$ cat config.mk
export PLATFORM = sky130hd
export DESIGN_NAME = motor_encoder_multiturn_tracker_core
export DESIGN_NICKNAME = d
export VERILOG_FILES = /design/src/sv/memt_pkg.sv /design/src/sv/memt_front.sv /design/src/sv/memt_queue.sv /design/src/sv/memt_slots.sv /design/src/sv/memt_degconv.sv /design/src/sv/motor_encoder_multiturn_tracker_core.sv
export SDC_FILE = /design/constraint.sdc
export NUM_CORES = 2
export LEC_CHECK = 0
export BUFFER_PORTS_ARGS = -buffer_cell sky130_fd_sc_hd__buf_2
export CAP_MARGIN = 20
export CORE_MARGIN = 1
export CORE_UTILIZATION = 50
export CTS_BUF_LIST = sky130_fd_sc_hd__clkbuf_4
export CTS_CLUSTER_DIAMETER = 200
export DETAILED_ROUTE_END_ITERATION = 12
export GPL_TIMING_DRIVEN = 0
export PLACE_DENSITY = 0.64
export RECOVER_POWER = 50
export REMOVE_ABC_BUFFERS = 1
export SYNTH_ARGS = -nofsm -noshare
export SYNTH_HDL_FRONTEND = slang
export SYNTH_SLANG_ARGS = --single-unit
$ cat constraint.sdc
create_clock -name i_clk -period 32.1 [get_ports i_clk]
set_input_delay 1.605 -clock i_clk [delete_from_list [all_inputs] [get_ports i_clk]]
set_output_delay 1.605 -clock i_clk [all_outputs]
set_load 0.05 [all_outputs]
$ cat src/sv/memt_pkg.sv
`timescale 1ns / 1ps
`default_nettype none
// ----------------------------------------------------------------------------
// Multiturn tracker package
// Shared widths, constants, register indexes and item types.
// ----------------------------------------------------------------------------
package memt_pkg;

    localparam int SLOTS      = 5;
    localparam int ACC_BITS   = 40;

    localparam int ID_W       = 11;
    localparam int ANG_W      = 13;
    localparam int SPD_W      = 16;
    localparam int CUR_W      = 16;
    localparam int DEG_W      = 48;
    localparam int SLOT_W     = 3;
    localparam int WLIM_W     = 13;
    localparam int CFG_IDX_W  = 2;
    localparam int CFG_DATA_W = 13;

    localparam logic [ID_W-1:0]   RST_CHASSIS_FIRST = 11'd513;
    localparam logic [ID_W-1:0]   RST_AUX_ID        = 11'd517;
    localparam logic [WLIM_W-1:0] RST_WRAP_LIMIT    = 13'd1250;

    localparam logic [ANG_W-1:0]  ENC_SPAN = 13'd8191;

    localparam int QDEPTH = 4;
    localparam int QPTR_W = 2;

    // Degrees conversion: out = floor((2*c*N + D) / (2*D)) with
    // N = 150*D - 22070, which gives out = 150*|c| - floor(z / (2*D)),
    // z = 44140*|c| + D - 1, and the sign applied afterwards.
    localparam longint DEG_DEN   = 3268209;
    localparam longint DEG_DEN2  = 2 * DEG_DEN;
    localparam int     D2_W      = 23;
    localparam int     TRIM_W    = 16;
    localparam logic [TRIM_W-1:0] DEG_TRIM = 16'd44140;
    localparam int     SCALE_W   = 8;
    localparam logic [SCALE_W-1:0] DEG_SCALE = 8'd150;

    localparam int Z_W     = ACC_BITS + TRIM_W;
    localparam int D_SHIFT = 22;
    localparam int ZH_W    = Z_W - D_SHIFT;
    localparam int ZL_HALF = ZH_W / 2;
    localparam int PROD_W  = 2 * ZH_W;
    localparam int R_W     = D2_W + 2;
    localparam int RES_W   = ACC_BITS + SCALE_W;
    localparam int SAT_W   = (RES_W > DEG_W + 1) ? RES_W : DEG_W + 1;

    localparam logic [127:0]      RECIP_WIDE = (128'd1 << Z_W) / 128'(DEG_DEN2);
    localparam logic [ZH_W-1:0]   RECIP      = RECIP_WIDE[ZH_W-1:0];
    localparam logic [D2_W-1:0]   K_D2       = D2_W'(DEG_DEN2);
    localparam logic [Z_W-1:0]    Z_BIAS     = Z_W'(DEG_DEN - 1);
    localparam logic [R_W-1:0]    R_ONE_D2   = R_W'(DEG_DEN2);
    localparam logic [R_W-1:0]    R_TWO_D2   = R_W'(2 * DEG_DEN2);
    localparam logic [SAT_W-1:0]  SAT_NEG_LIM = SAT_W'(1) << (DEG_W - 1);
    localparam logic [SAT_W-1:0]  SAT_POS_LIM = SAT_NEG_LIM - SAT_W'(1);

    typedef enum logic [CFG_IDX_W-1:0] {
        CFG_CHASSIS_FIRST = 2'd0,
        CFG_AUX_ID        = 2'd1,
        CFG_WRAP_LIMIT    = 2'd2
    } t_cfg_idx;

    typedef struct packed {
        logic                     matched;
        logic [SLOT_W-1:0]        slot;
        logic [ANG_W-1:0]         angle;
        logic signed [SPD_W-1:0]  speed;
        logic signed [CUR_W-1:0]  current;
    } t_item;

endpackage

`default_nettype wire

$ cat src/sv/memt_front.sv
`timescale 1ns / 1ps
`default_nettype none
// ----------------------------------------------------------------------------
// Multiturn tracker front end
// Holds the configuration registers and maps each frame ID to a motor slot.
// ----------------------------------------------------------------------------
module memt_front
    import memt_pkg::*;
(
    input  wire logic                    i_clk,
    input  wire logic                    i_rst_n,
    input  wire logic                    i_cfg_wr_en,
    input  wire logic [CFG_IDX_W-1:0]    i_cfg_addr,
    input  wire logic [CFG_DATA_W-1:0]   i_cfg_wr_data,
    input  wire logic [ID_W-1:0]         i_frame_id,
    input  wire logic [ANG_W-1:0]        i_angle,
    input  wire logic signed [SPD_W-1:0] i_speed,
    input  wire logic signed [CUR_W-1:0] i_current,
    output t_item                        o_item,
    output logic [WLIM_W-1:0]            o_wrap_limit
);

    logic [ID_W-1:0]   r_chassis_first;
    logic [ID_W-1:0]   r_aux_id;
    logic [WLIM_W-1:0] r_wrap_limit;

    logic [ID_W-1:0]   id_off;
    logic              chassis_hit;
    logic              aux_hit;

    always_ff @(posedge i_clk) begin
        if (!i_rst_n) begin
            r_chassis_first <= RST_CHASSIS_FIRST;
            r_aux_id        <= RST_AUX_ID;
            r_wrap_limit    <= RST_WRAP_LIMIT;
        end else if (i_cfg_wr_en) begin
            unique case (t_cfg_idx'(i_cfg_addr))
                CFG_CHASSIS_FIRST: r_chassis_first <= i_cfg_wr_data[ID_W-1:0];
                CFG_AUX_ID:        r_aux_id        <= i_cfg_wr_data[ID_W-1:0];
                CFG_WRAP_LIMIT:    r_wrap_limit    <= i_cfg_wr_data[WLIM_W-1:0];
                default: begin
                end
            endcase
        end
    end

    assign id_off      = i_frame_id - r_chassis_first;
    assign chassis_hit = (i_frame_id >= r_chassis_first) && (id_off < ID_W'(SLOTS - 1));
    assign aux_hit     = (i_frame_id == r_aux_id);

    // A chassis match takes precedence when both IDs coincide.
    always_comb begin
        o_item = '0;
        priority if (chassis_hit) begin
            o_item.matched = 1'b1;
            o_item.slot    = SLOT_W'(id_off);
        end else if (aux_hit) begin
            o_item.matched = 1'b1;
            o_item.slot    = SLOT_W'(SLOTS - 1);
        end else begin
            o_item.matched = 1'b0;
        end
        if (o_item.matched) begin
            o_item.angle   = i_angle;
            o_item.speed   = i_speed;
            o_item.current = i_current;
        end
    end

    assign o_wrap_limit = r_wrap_limit;

endmodule

`default_nettype wire

$ cat src/sv/memt_queue.sv
`timescale 1ns / 1ps
`default_nettype none
// ----------------------------------------------------------------------------
// Multiturn tracker item queue
// Short first-in first-out buffer between the front end and the back end.
// ----------------------------------------------------------------------------
module memt_queue
    import memt_pkg::*;
(
    input  wire logic  i_clk,
    input  wire logic  i_rst_n,
    input  wire logic  i_push,
    input  t_item      i_data,
    output logic       o_full,
    input  wire logic  i_pop,
    output logic       o_valid,
    output t_item      o_data
);

    t_item             r_mem [QDEPTH];
    logic [QPTR_W-1:0] r_wr_ptr;
    logic [QPTR_W-1:0] r_rd_ptr;
    logic [QPTR_W:0]   r_count;

    logic push_ok;
    logic pop_ok;

    assign o_full  = (r_count == (QPTR_W + 1)'(QDEPTH));
    assign o_valid = (r_count != '0);
    assign push_ok = i_push && !o_full;
    assign pop_ok  = i_pop && o_valid;
    assign o_data  = r_mem[r_rd_ptr];

    always_ff @(posedge i_clk) begin
        if (!i_rst_n) begin
            r_wr_ptr <= '0;
            r_rd_ptr <= '0;
            r_count  <= '0;
        end else begin
            if (push_ok) begin
                r_wr_ptr <= r_wr_ptr + QPTR_W'(1);
            end
            if (pop_ok) begin
                r_rd_ptr <= r_rd_ptr + QPTR_W'(1);
            end
            if (push_ok && !pop_ok) begin
                r_count <= r_count + (QPTR_W + 1)'(1);
            end else if (pop_ok && !push_ok) begin
                r_count <= r_count - (QPTR_W + 1)'(1);
            end
        end
    end

    always_ff @(posedge i_clk) begin
        if (push_ok) begin
            r_mem[r_wr_ptr] <= i_data;
        end
    end

endmodule

`default_nettype wire

$ cat src/sv/memt_slots.sv
`timescale 1ns / 1ps
`default_nettype none
// ----------------------------------------------------------------------------
// Multiturn tracker slot state
// Per-slot angle history and count accumulator, updated once per item.
// ----------------------------------------------------------------------------
module memt_slots
    import memt_pkg::*;
(
    input  wire logic                  i_clk,
    input  wire logic                  i_rst_n,
    input  wire logic                  i_en,
    input  wire logic                  i_valid,
    input  t_item                      i_item,
    input  wire logic [WLIM_W-1:0]     i_wrap_limit,
    output logic                       o_valid,
    output t_item                      o_item,
    output logic signed [ACC_BITS-1:0] o_count
);

    logic [ANG_W-1:0]         r_prev  [SLOTS];
    logic                     r_seen  [SLOTS];
    logic signed [ACC_BITS-1:0] r_total [SLOTS];
    logic                     r_vld;
    t_item                    r_item;
    logic signed [ACC_BITS-1:0] r_count;

    logic [SLOT_W-1:0]          sidx;
    logic [ANG_W-1:0]           prev;
    logic                       seen;
    logic signed [ACC_BITS-1:0] total;
    logic signed [ANG_W+1:0]    diff;
    logic [ANG_W-1:0]           wrap_fwd;
    logic [ANG_W-1:0]           wrap_rev;
    logic signed [ANG_W+1:0]    delta;
    logic signed [ACC_BITS:0]   sum;
    logic signed [ACC_BITS-1:0] sat;
    logic signed [ACC_BITS-1:0] n_total;
    logic                       update;

    assign sidx  = i_item.slot;
    assign prev  = r_prev[sidx];
    assign seen  = r_seen[sidx];
    assign total = r_total[sidx];

    assign diff     = $signed({2'b00, i_item.angle}) - $signed({2'b00, prev});
    assign wrap_fwd = ENC_SPAN + i_item.angle - prev;
    assign wrap_rev = ENC_SPAN + prev - i_item.angle;

    // Forward motion only counts positive steps and reverse motion only
    // negative ones; a wrap step at or beyond the limit is treated as noise.
    always_comb begin
        delta = '0;
        if (!i_item.speed[SPD_W-1]) begin
            if (i_item.angle < prev) begin
                if (wrap_fwd < i_wrap_limit) begin
                    delta = $signed({2'b00, wrap_fwd});
                end
            end else begin
                delta = diff;
            end
        end else begin
            if (i_item.angle > prev) begin
                if (wrap_rev < i_wrap_limit) begin
                    delta = -$signed({2'b00, wrap_rev});
                end
            end else begin
                delta = diff;
            end
        end
    end

    assign sum = $signed({total[ACC_BITS-1], total}) + (ACC_BITS + 1)'(delta);

    always_comb begin
        if (sum[ACC_BITS] != sum[ACC_BITS-1]) begin
            sat = sum[ACC_BITS] ? {1'b1, {(ACC_BITS - 1){1'b0}}}
                                : {1'b0, {(ACC_BITS - 1){1'b1}}};
        end else begin
            sat = sum[ACC_BITS-1:0];
        end
    end

    assign n_total = seen ? sat : total;
    assign update  = i_en && i_valid && i_item.matched;

    always_ff @(posedge i_clk) begin
        if (!i_rst_n) begin
            r_vld <= 1'b0;
            for (int i = 0; i < SLOTS; i++) begin
                r_seen[i]  <= 1'b0;
                r_total[i] <= '0;
            end
        end else begin
            if (i_en) begin
                r_vld <= i_valid;
            end
            for (int i = 0; i < SLOTS; i++) begin
                if (update && (sidx == SLOT_W'(i))) begin
                    r_seen[i]  <= 1'b1;
                    r_total[i] <= n_total;
                end
            end
        end
    end

    always_ff @(posedge i_clk) begin
        for (int i = 0; i < SLOTS; i++) begin
            if (update && (sidx == SLOT_W'(i))) begin
                r_prev[i] <= i_item.angle;
            end
        end
        if (i_en) begin
            r_item  <= i_item;
            r_count <= i_item.matched ? n_total : '0;
        end
    end

    assign o_valid = r_vld;
    assign o_item  = r_item;
    assign o_count = r_count;

endmodule

`default_nettype wire

$ cat src/sv/memt_degconv.sv
`timescale 1ns / 1ps
`default_nettype none
// ----------------------------------------------------------------------------
// Multiturn tracker degrees converter
// Pipelined conversion of a count total to output degrees in signed Q32.16.
// ----------------------------------------------------------------------------
module memt_degconv
    import memt_pkg::*;
(
    input  wire logic                        i_clk,
    input  wire logic                        i_rst_n,
    input  wire logic                        i_en,
    input  wire logic                        i_valid,
    input  t_item                            i_item,
    input  wire logic signed [ACC_BITS-1:0]  i_count,
    output logic                             o_valid,
    output t_item                            o_item,
    output logic signed [DEG_W-1:0]          o_degrees
);

    localparam int NSTG = 7;

    logic  r_vld  [NSTG];
    t_item r_item [NSTG];

    logic                      r_neg1, r_neg2, r_neg3, r_neg4, r_neg5, r_neg6;
    logic [ACC_BITS-1:0]       r_mag1, r_mag2, r_mag3, r_mag4, r_mag5;
    logic [Z_W-1:0]            r_z2, r_z3, r_z4;
    logic [ZL_HALF+ZH_W-1:0]   r_pp_lo3;
    logic [PROD_W-ZL_HALF-1:0] r_pp_hi3;
    logic [ZH_W-1:0]           r_qest4, r_qest5;
    logic [R_W-1:0]            r_rem5;
    logic [RES_W-1:0]          r_res6;
    logic signed [DEG_W-1:0]   r_deg7;

    logic [ZH_W-1:0]           zh;
    logic [PROD_W-1:0]         prod;
    logic [ZH_W+D2_W-1:0]      qd;
    logic [Z_W-1:0]            rem_full;
    logic [1:0]                corr;
    logic [SAT_W-1:0]          res_x;
    logic [SAT_W-1:0]          res_c;

    assign zh       = r_z2[Z_W-1:D_SHIFT];
    assign prod     = {r_pp_hi3, {ZL_HALF{1'b0}}} + PROD_W'(r_pp_lo3);
    assign qd       = r_qest4 * K_D2;
    assign rem_full = r_z4 - qd[Z_W-1:0];
    assign corr     = {1'b0, (r_rem5 >= R_ONE_D2)} + {1'b0, (r_rem5 >= R_TWO_D2)};
    assign res_x    = SAT_W'(r_res6);

    always_comb begin
        if (r_neg6) begin
            res_c = (res_x > SAT_NEG_LIM) ? SAT_NEG_LIM : res_x;
        end else begin
            res_c = (res_x > SAT_POS_LIM) ? SAT_POS_LIM : res_x;
        end
    end

    always_ff @(posedge i_clk) begin
        if (!i_rst_n) begin
            for (int k = 0; k < NSTG; k++) begin
                r_vld[k] <= 1'b0;
            end
        end else if (i_en) begin
            r_vld[0] <= i_valid;
            for (int k = 1; k < NSTG; k++) begin
                r_vld[k] <= r_vld[k-1];
            end
        end
    end

    always_ff @(posedge i_clk) begin
        if (i_en) begin
            r_item[0] <= i_item;
            for (int k = 1; k < NSTG; k++) begin
                r_item[k] <= r_item[k-1];
            end

            // Magnitude and sign.
            r_neg1 <= i_count[ACC_BITS-1];
            r_mag1 <= i_count[ACC_BITS-1] ? ACC_BITS'(0) - ACC_BITS'(i_count)
                                          : ACC_BITS'(i_count);

            // Numerator of the correction term.
            r_z2   <= Z_W'(r_mag1) * Z_W'(DEG_TRIM) + Z_BIAS;
            r_mag2 <= r_mag1;
            r_neg2 <= r_neg1;

            // Reciprocal multiply in two partial products.
            r_pp_lo3 <= (ZL_HALF + ZH_W)'(zh[ZL_HALF-1:0]) * (ZL_HALF + ZH_W)'(RECIP);
            r_pp_hi3 <= (PROD_W - ZL_HALF)'(zh[ZH_W-1:ZL_HALF])
                        * (PROD_W - ZL_HALF)'(RECIP);
            r_z3     <= r_z2;
            r_mag3   <= r_mag2;
            r_neg3   <= r_neg2;

            // Quotient estimate, at most two below the true quotient.
            r_qest4 <= prod[PROD_W-1:ZH_W];
            r_z4    <= r_z3;
            r_mag4  <= r_mag3;
            r_neg4  <= r_neg3;

            r_rem5  <= rem_full[R_W-1:0];
            r_qest5 <= r_qest4;
            r_mag5  <= r_mag4;
            r_neg5  <= r_neg4;

            r_res6  <= RES_W'(r_mag5) * RES_W'(DEG_SCALE) - RES_W'(r_qest5) - RES_W'(corr);
            r_neg6  <= r_neg5;

            r_deg7  <= r_neg6 ? DEG_W'(SAT_W'(0) - res_c) : DEG_W'(res_c);
        end
    end

    assign o_valid   = r_vld[NSTG-1];
    assign o_item    = r_item[NSTG-1];
    assign o_degrees = r_deg7;

endmodule

`default_nettype wire

$ cat src/sv/motor_encoder_multiturn_tracker_core.sv
`timescale 1ns / 1ps
`default_nettype none
// A frame passes through the queue, the slot update register and seven conversion
// stages before its result appears; throughput is one frame per cycle while the
// output is not stalled, set by the read-modify-write of the slot state.
// Input ready depends only on the four-entry queue, not on output ready.
// Synchronous active-low reset clears the configuration to its defaults, all
// slot totals and seen flags, the queue and the pipeline valid bits.
// ----------------------------------------------------------------------------
// Motor encoder multiturn tracker
// Unwraps rotor angles per motor slot and reports output shaft degrees.
// ----------------------------------------------------------------------------
module motor_encoder_multiturn_tracker_core
    import memt_pkg::*;
(
    input  wire logic                  i_clk,
    input  wire logic                  i_rst_n,
    input  wire logic                  i_cfg_wr_en,
    input  wire logic [CFG_IDX_W-1:0]  i_cfg_addr,
    input  wire logic [CFG_DATA_W-1:0] i_cfg_wr_data,
    input  wire logic                  s_axis_tvalid,
    output logic                       s_axis_tready,
    // rotor_angle[12:0], rotor_speed[28:13], torque_current[44:29], zero pad
    input  wire logic [47:0]           s_axis_tdata,
    // frame_id[10:0]
    input  wire logic [ID_W-1:0]       s_axis_tuser,
    output logic                       m_axis_tvalid,
    input  wire logic                  m_axis_tready,
    // angle_echo[12:0], speed_echo[28:13], current_echo[44:29],
    // output_degrees[92:45], zero pad
    output logic [95:0]                m_axis_tdata,
    // matched[0], slot[3:1]
    output logic [3:0]                 m_axis_tuser
);

    t_item                      front_item;
    logic [WLIM_W-1:0]          wrap_limit;
    logic                       q_full;
    logic                       q_valid;
    t_item                      q_item;
    logic                       en;
    logic                       slot_valid;
    t_item                      slot_item;
    logic signed [ACC_BITS-1:0] slot_count;
    logic                       out_valid;
    t_item                      out_item;
    logic signed [DEG_W-1:0]    out_degrees;

    assign en            = !out_valid || m_axis_tready;
    assign s_axis_tready = !q_full;

    memt_front u_front (
        .i_clk         (i_clk),
        .i_rst_n       (i_rst_n),
        .i_cfg_wr_en   (i_cfg_wr_en),
        .i_cfg_addr    (i_cfg_addr),
        .i_cfg_wr_data (i_cfg_wr_data),
        .i_frame_id    (s_axis_tuser),
        .i_angle       (s_axis_tdata[12:0]),
        .i_speed       (s_axis_tdata[28:13]),
        .i_current     (s_axis_tdata[44:29]),
        .o_item        (front_item),
        .o_wrap_limit  (wrap_limit)
    );

    memt_queue u_queue (
        .i_clk   (i_clk),
        .i_rst_n (i_rst_n),
        .i_push  (s_axis_tvalid),
        .i_data  (front_item),
        .o_full  (q_full),
        .i_pop   (en),
        .o_valid (q_valid),
        .o_data  (q_item)
    );

    memt_slots u_slots (
        .i_clk        (i_clk),
        .i_rst_n      (i_rst_n),
        .i_en         (en),
        .i_valid      (q_valid),
        .i_item       (q_item),
        .i_wrap_limit (wrap_limit),
        .o_valid      (slot_valid),
        .o_item       (slot_item),
        .o_count      (slot_count)
    );

    memt_degconv u_degconv (
        .i_clk     (i_clk),
        .i_rst_n   (i_rst_n),
        .i_en      (en),
        .i_valid   (slot_valid),
        .i_item    (slot_item),
        .i_count   (slot_count),
        .o_valid   (out_valid),
        .o_item    (out_item),
        .o_degrees (out_degrees)
    );

    assign m_axis_tvalid = out_valid;
    assign m_axis_tdata  = {3'b000, out_degrees, out_item.current, out_item.speed,
                            out_item.angle};
    assign m_axis_tuser  = {out_item.slot, out_item.matched};

endmodule

`default_nettype wire
After elaboration in Yosys (flattened, before gate mapping). Memories as Yosys holds them, arrays and structs flattened. A register that Yosys moved wholly into a read port is not among the register bits. Index checks and enable logic that the tools add are counted.

Add/subtract/negate cells: 20. Multipliers: 5. $lt $le $gt $ge: 10. Equality and inequality tests: 9. Muxes and demuxes: 77. Bitwise logic cells: 17. Reduce and logical (&&, ||, !) cells: 27.

Operator list (count): $mux W40 (8); $mux W48 (4); $mul A17 B34 Y51 const B (2); $add A68 B51 Y68 (1); $mux W13 (5); $mux W15 (4); $add A56 B22 Y56 const B (1); $mul A40 B14 Y54 const B (1); $reduce_or A13 Y1 (4); $gt A48 B47 Y1 const B (1); $gt A48 B48 Y1 const B (1); $sub A1 B48 Y48 const A (1); $sub A48 B2 Y48 (1); $sub A48 B34 Y48 (1); $mul A40 B7 Y47 const B (1); $mux W45 (1); $mux W1 (44); $add A40 B15 Y41 (1); $sub A1 B40 Y40 const A (1); $lt A13 B13 Y1 (3); $mux W39 (1); $mul A34 B22 Y24 const B (1); $add A13 B13 Y13 const A (2); $sub A13 B13 Y13 (2); other kinds (32) (73).

Register bits: 735. RAM bits: 816. Bits of input ports: 79. Output and inout port bits: 102. Memories: 6.

Memories: u_degconv.r_item (depth 7, bits a word 49, read ports 7, clocked after Yosys merged registers in 0, write ports 7, line memt_degconv.sv:24) `t_item r_item [NSTG];`; u_slots.r_total (depth 5, bits a word 40, read ports 1, clocked after Yosys merged registers in 0, write ports 5, line memt_slots.sv:23) `logic signed [ACC_BITS-1:0] r_total [SLOTS];`; u_queue.r_mem (depth 4, bits a word 49, read ports 1, clocked after Yosys merged registers in 1, write ports 1, line memt_queue.sv:20) `t_item r_mem [QDEPTH];`; u_slots.r_prev (depth 5, bits a word 13, read ports 1, clocked after Yosys merged registers in 0, write ports 1, line memt_slots.sv:21) `logic [ANG_W-1:0] r_prev [SLOTS];`; u_degconv.r_vld (depth 7, bits a word 1, read ports 7, clocked after Yosys merged registers in 0, write ports 7, line memt_degconv.sv:23) `logic r_vld [NSTG];`; u_slots.r_seen (depth 5, bits a word 1, read ports 1, clocked after Yosys merged registers in 0, write ports 5, line memt_slots.sv:22) `logic r_seen [SLOTS];`.

Longest topological paths before layout. An unclocked memory read counts as a cell.

Depth in word-level cells: 13. Mapped depth: 48. Gate-level depth less buffers: 41.

Hierarchy. A second synthesis with hierarchy kept.

Cells, all modules: 8316. Area, all modules: 102595.9 um2.

By module, submodules not included: memt_degconv (times used 1, cells each 6279, area an instance 73465.5 um2, seq. area each 27726.6 um2); memt_slots (times used 1, cells each 1427, area an instance 19090.8 um2, seq. area each 10800.4 um2); memt_queue (times used 1, cells each 304, area an instance 7564.8 um2, seq. area each 6065.8 um2); memt_front (times used 1, cells each 300, area an instance 2438.6 um2, seq. area each 700.7 um2); motor_encoder_multiturn_tracker_core (times used 1, cells each 6, area an instance 36.3 um2, seq. area each 0.0 um2).

Worst setup path before layout. No wires, ideal clock.

Kind: input -> register. Start: input port m_axis_tready. End: memory u_slots.r_seen[1], enable pin. Arrival time: 29210 ps. Required time: 31604 ps. Path slack: 2394 ps. Stages on the path: 6. Cells stage by stage: nor2b_1 inv_1 o31ai_1 nor3_1 nand2_1 o21ai_0.

RTL lines: from (decl) (line motor_encoder_multiturn_tracker_core.sv:28) `input wire logic m_axis_tready,`; to (decl) (line memt_slots.sv:22).

==> impl_metrics.toml <==
[critical_path]
critPathCaptureType = "flop"
crit_slowest_cell = "o21ai_0"
cp_num_buf_inv = 2
required_ps = 33120
path_common_cell = "a21oi_1"
path_max_fanout = 63
path_delay_family = "compound AO/OA/AOI/OAI gates"
worstPathArrival_ps = 18010
cp-start-kind = "flop"
cp_slowest_stage_delay_ps = 2330
critical_path_class = "flop to flop"

[yosys]
ys_types = 85
syn_area_per_cell_um2 = 12.2
ys_seq_elements = 1525
synth.cell_area_um2 = 101000
ys_warn_count = 0
synthCells = 8319
async_flop_share_pct = 0
synth-edff-count = 1480
synth_ff_type = "edfxtp_1"
synth-seq-area-share_pct = 44.8

[status]
status = "finished, violations left"
failed_checks = "max-capacitance violations, max-slew violations"

[sta]
relSlewSlack_pct = -386
setup_violations = 0
fmax_mhz = 58.8
period_needed_ps = 16990
finalCritPeriodShare_pct = 52.9
hold_slack_ps = 369
rsz0062_at_grt = "no"
tightestPinTransition_ps = 7290
finClkSkew_ps = 209
hold_viol_final = 0
final.setup.tns_ps = 0
slew_violations = 988

[floorplan]
dieArea_um2 = 204000
die_w_um = 452
die_h_um = 452
io_pins = 181
rows = 164
design.core.area_um2 = 200000
start_util_pct = 50.5

[clocking]
tritoncts = "done"
cts.path.max_buffers = 4
cts_resized = 0
h-tree-depth = 5
cts_buffers = 402
cts-root-buf = "clkbuf_4"
cts_sinks = 1525
clock_latency_ps = 1410
path_clk_slew_ps = 60
ctsHoldBuffers = 0
cts_setup_buffers = 0

[routing]
routed_wl_um = 227000
via_count = 63624
drtIter0Drc = 4140
ant_nets = 0
wl_per_cell_um = 19.4
drt_first_pass_iters = 5
drc_errors = 0
viasPerCell = 5.43

[hold_path]
min_from = "u_degconv.r_mag3[16]"
hold_class = "flop to flop"

[finish]
syn2layout_area_growth_pct = 9.03
final_common_cell = "edfxtp_1"
final_cells = 11707
multi_input_area_um2 = 50100
final-seq-area_um2 = 45300
drive_gt1_share_pct = 10.6
design_area_um2 = 110000
nets = 10643
fillers = 16978
final_cell_mix = "1,480 x edfxtp_1, 1,371 x inv_1, 1,096 x ha_1, 701 x fa_1, 571 x clkbuf_4"

[placement]
dp.cells = 11016
hpwl_um = 172000
port_buffers = 174
gp_congestion = 0.899
dpl-instance-area_um2 = 106000

[global_routing]
grt_max_degree = 151
grt_usage_pct = 22.6
antenna_found_initial = 11
grt_pass1_vias = 65889
grt_overflow_total = 0
grt_pass1_wl_um = 360000

[run]
drv_cap = 14
## cell usage after synthesis, types with 17 or more instances
master	instances	area share, %
o22ai_1	43	0.27
nand3_1	130	0.64
mux2i_1	30	0.30
nand4_1	56	0.35
a221oi_1	21	0.18
nor2b_1	97	0.60
o21a_1	52	0.39
ha_1	1096	14
nand2_1	512	1.9
clkbuf_1	151	0.56
o21bai_1	43	0.32
nor2_1	300	1.1
a21boi_0	42	0.31
edfxtp_1	1480	44
nor3_1	79	0.39
a21oi_1	350	1.7
nand2b_1	75	0.46
buf_1	17	0.063
inv_1	1373	5.1
a21o_1	190	1.4
o2bb2ai_1	23	0.20
mux4_2	76	1.7
fa_1	701	14
or2_2	30	0.19
o211ai_1	41	0.30
dfxtp_1	45	0.89
a31oi_1	25	0.15
xor2_1	157	1.4
and2_1	51	0.32
or3_1	35	0.22
o21ai_0	296	1.5
xnor2_1	294	2.5
and3_1	56	0.35
nor4_1	30	0.19
o31ai_1	30	0.22
a211oi_1	36	0.27
## kinds of logic after synthesis
family,count (synthesis),share of synthesized area (%)
xor gates and xnor gates,451,3.90
adders and majority gates,1799,27.4
and+or+nand+nor,1518,7.27
AOI/OAI and AO/OA,1370,8.80
DFF,1525,44.8
muxes,110,2.03
buffers and inverters,1545,5.74
other,1,0.00371
## worst paths after layout
check	slack [ps]	cells after the start	to
max	15110	33	u_slots.r_total[3][10]
min	370	0	u_degconv.r_mag4[16]
max reg2reg	15110	33	u_slots.r_total[3][10]
min reg2reg	370	0	u_degconv.r_mag4[16]
## sequential cells by signal (all words and copies together), names as in the netlist, 34 cells and up, named ones only
register,flops
u_slots.o_item,49
u_slots.o_count,40
u_degconv.r_item,343
u_degconv.r_res6,48
u_slots.r_total,200
u_degconv.r_mag3,40
u_degconv.r_z2,53
u_degconv.r_qest4,34
u_degconv.r_pp_lo3,37
u_degconv.r_mag5,40
u_slots.r_prev,65
u_degconv.r_mag2,40
u_degconv.r_mag4,40
u_degconv.r_qest5,34
u_degconv.o_degrees,48
u_degconv.r_mag1,40
u_queue.r_mem,196
u_degconv.r_pp_hi3,51
## per-layer routing
layer	global-route usage [%]	vias to the layer above	wire length, um
met5	0	-	13
met4	6.50	2	5500
met3	3.46	340	11400
met2	37.4	1548	108000
met1	30.9	31471	103000
li1	-	30263	-
## stage by stage
step / setup slack, ps / utilization, %
after floorplan: 2360 / -
after CTS: 18760 / 55.1
after global placement: -15310 / 52.2
after detailed placement: 18880 / 52.7
after global routing: 14300 / 55.0
final: 15110 / 55.0
## cell type report
class | instances | area share [%]
antenna | 15 | 0.0340
clock buffer | 571 | 3.89
clock inverter | 102 | 0.488
inverter | 1374 | 4.68
multi-input combinational | 5251 | 45.4
sequential | 1525 | 41.1
tap | 2656 | 3.01
timing repair buffer | 213 | 1.35
Power is left out: the tool's default activity adds up to more than one toggle a clock period on the data nets, which glitch-free logic cannot reach.
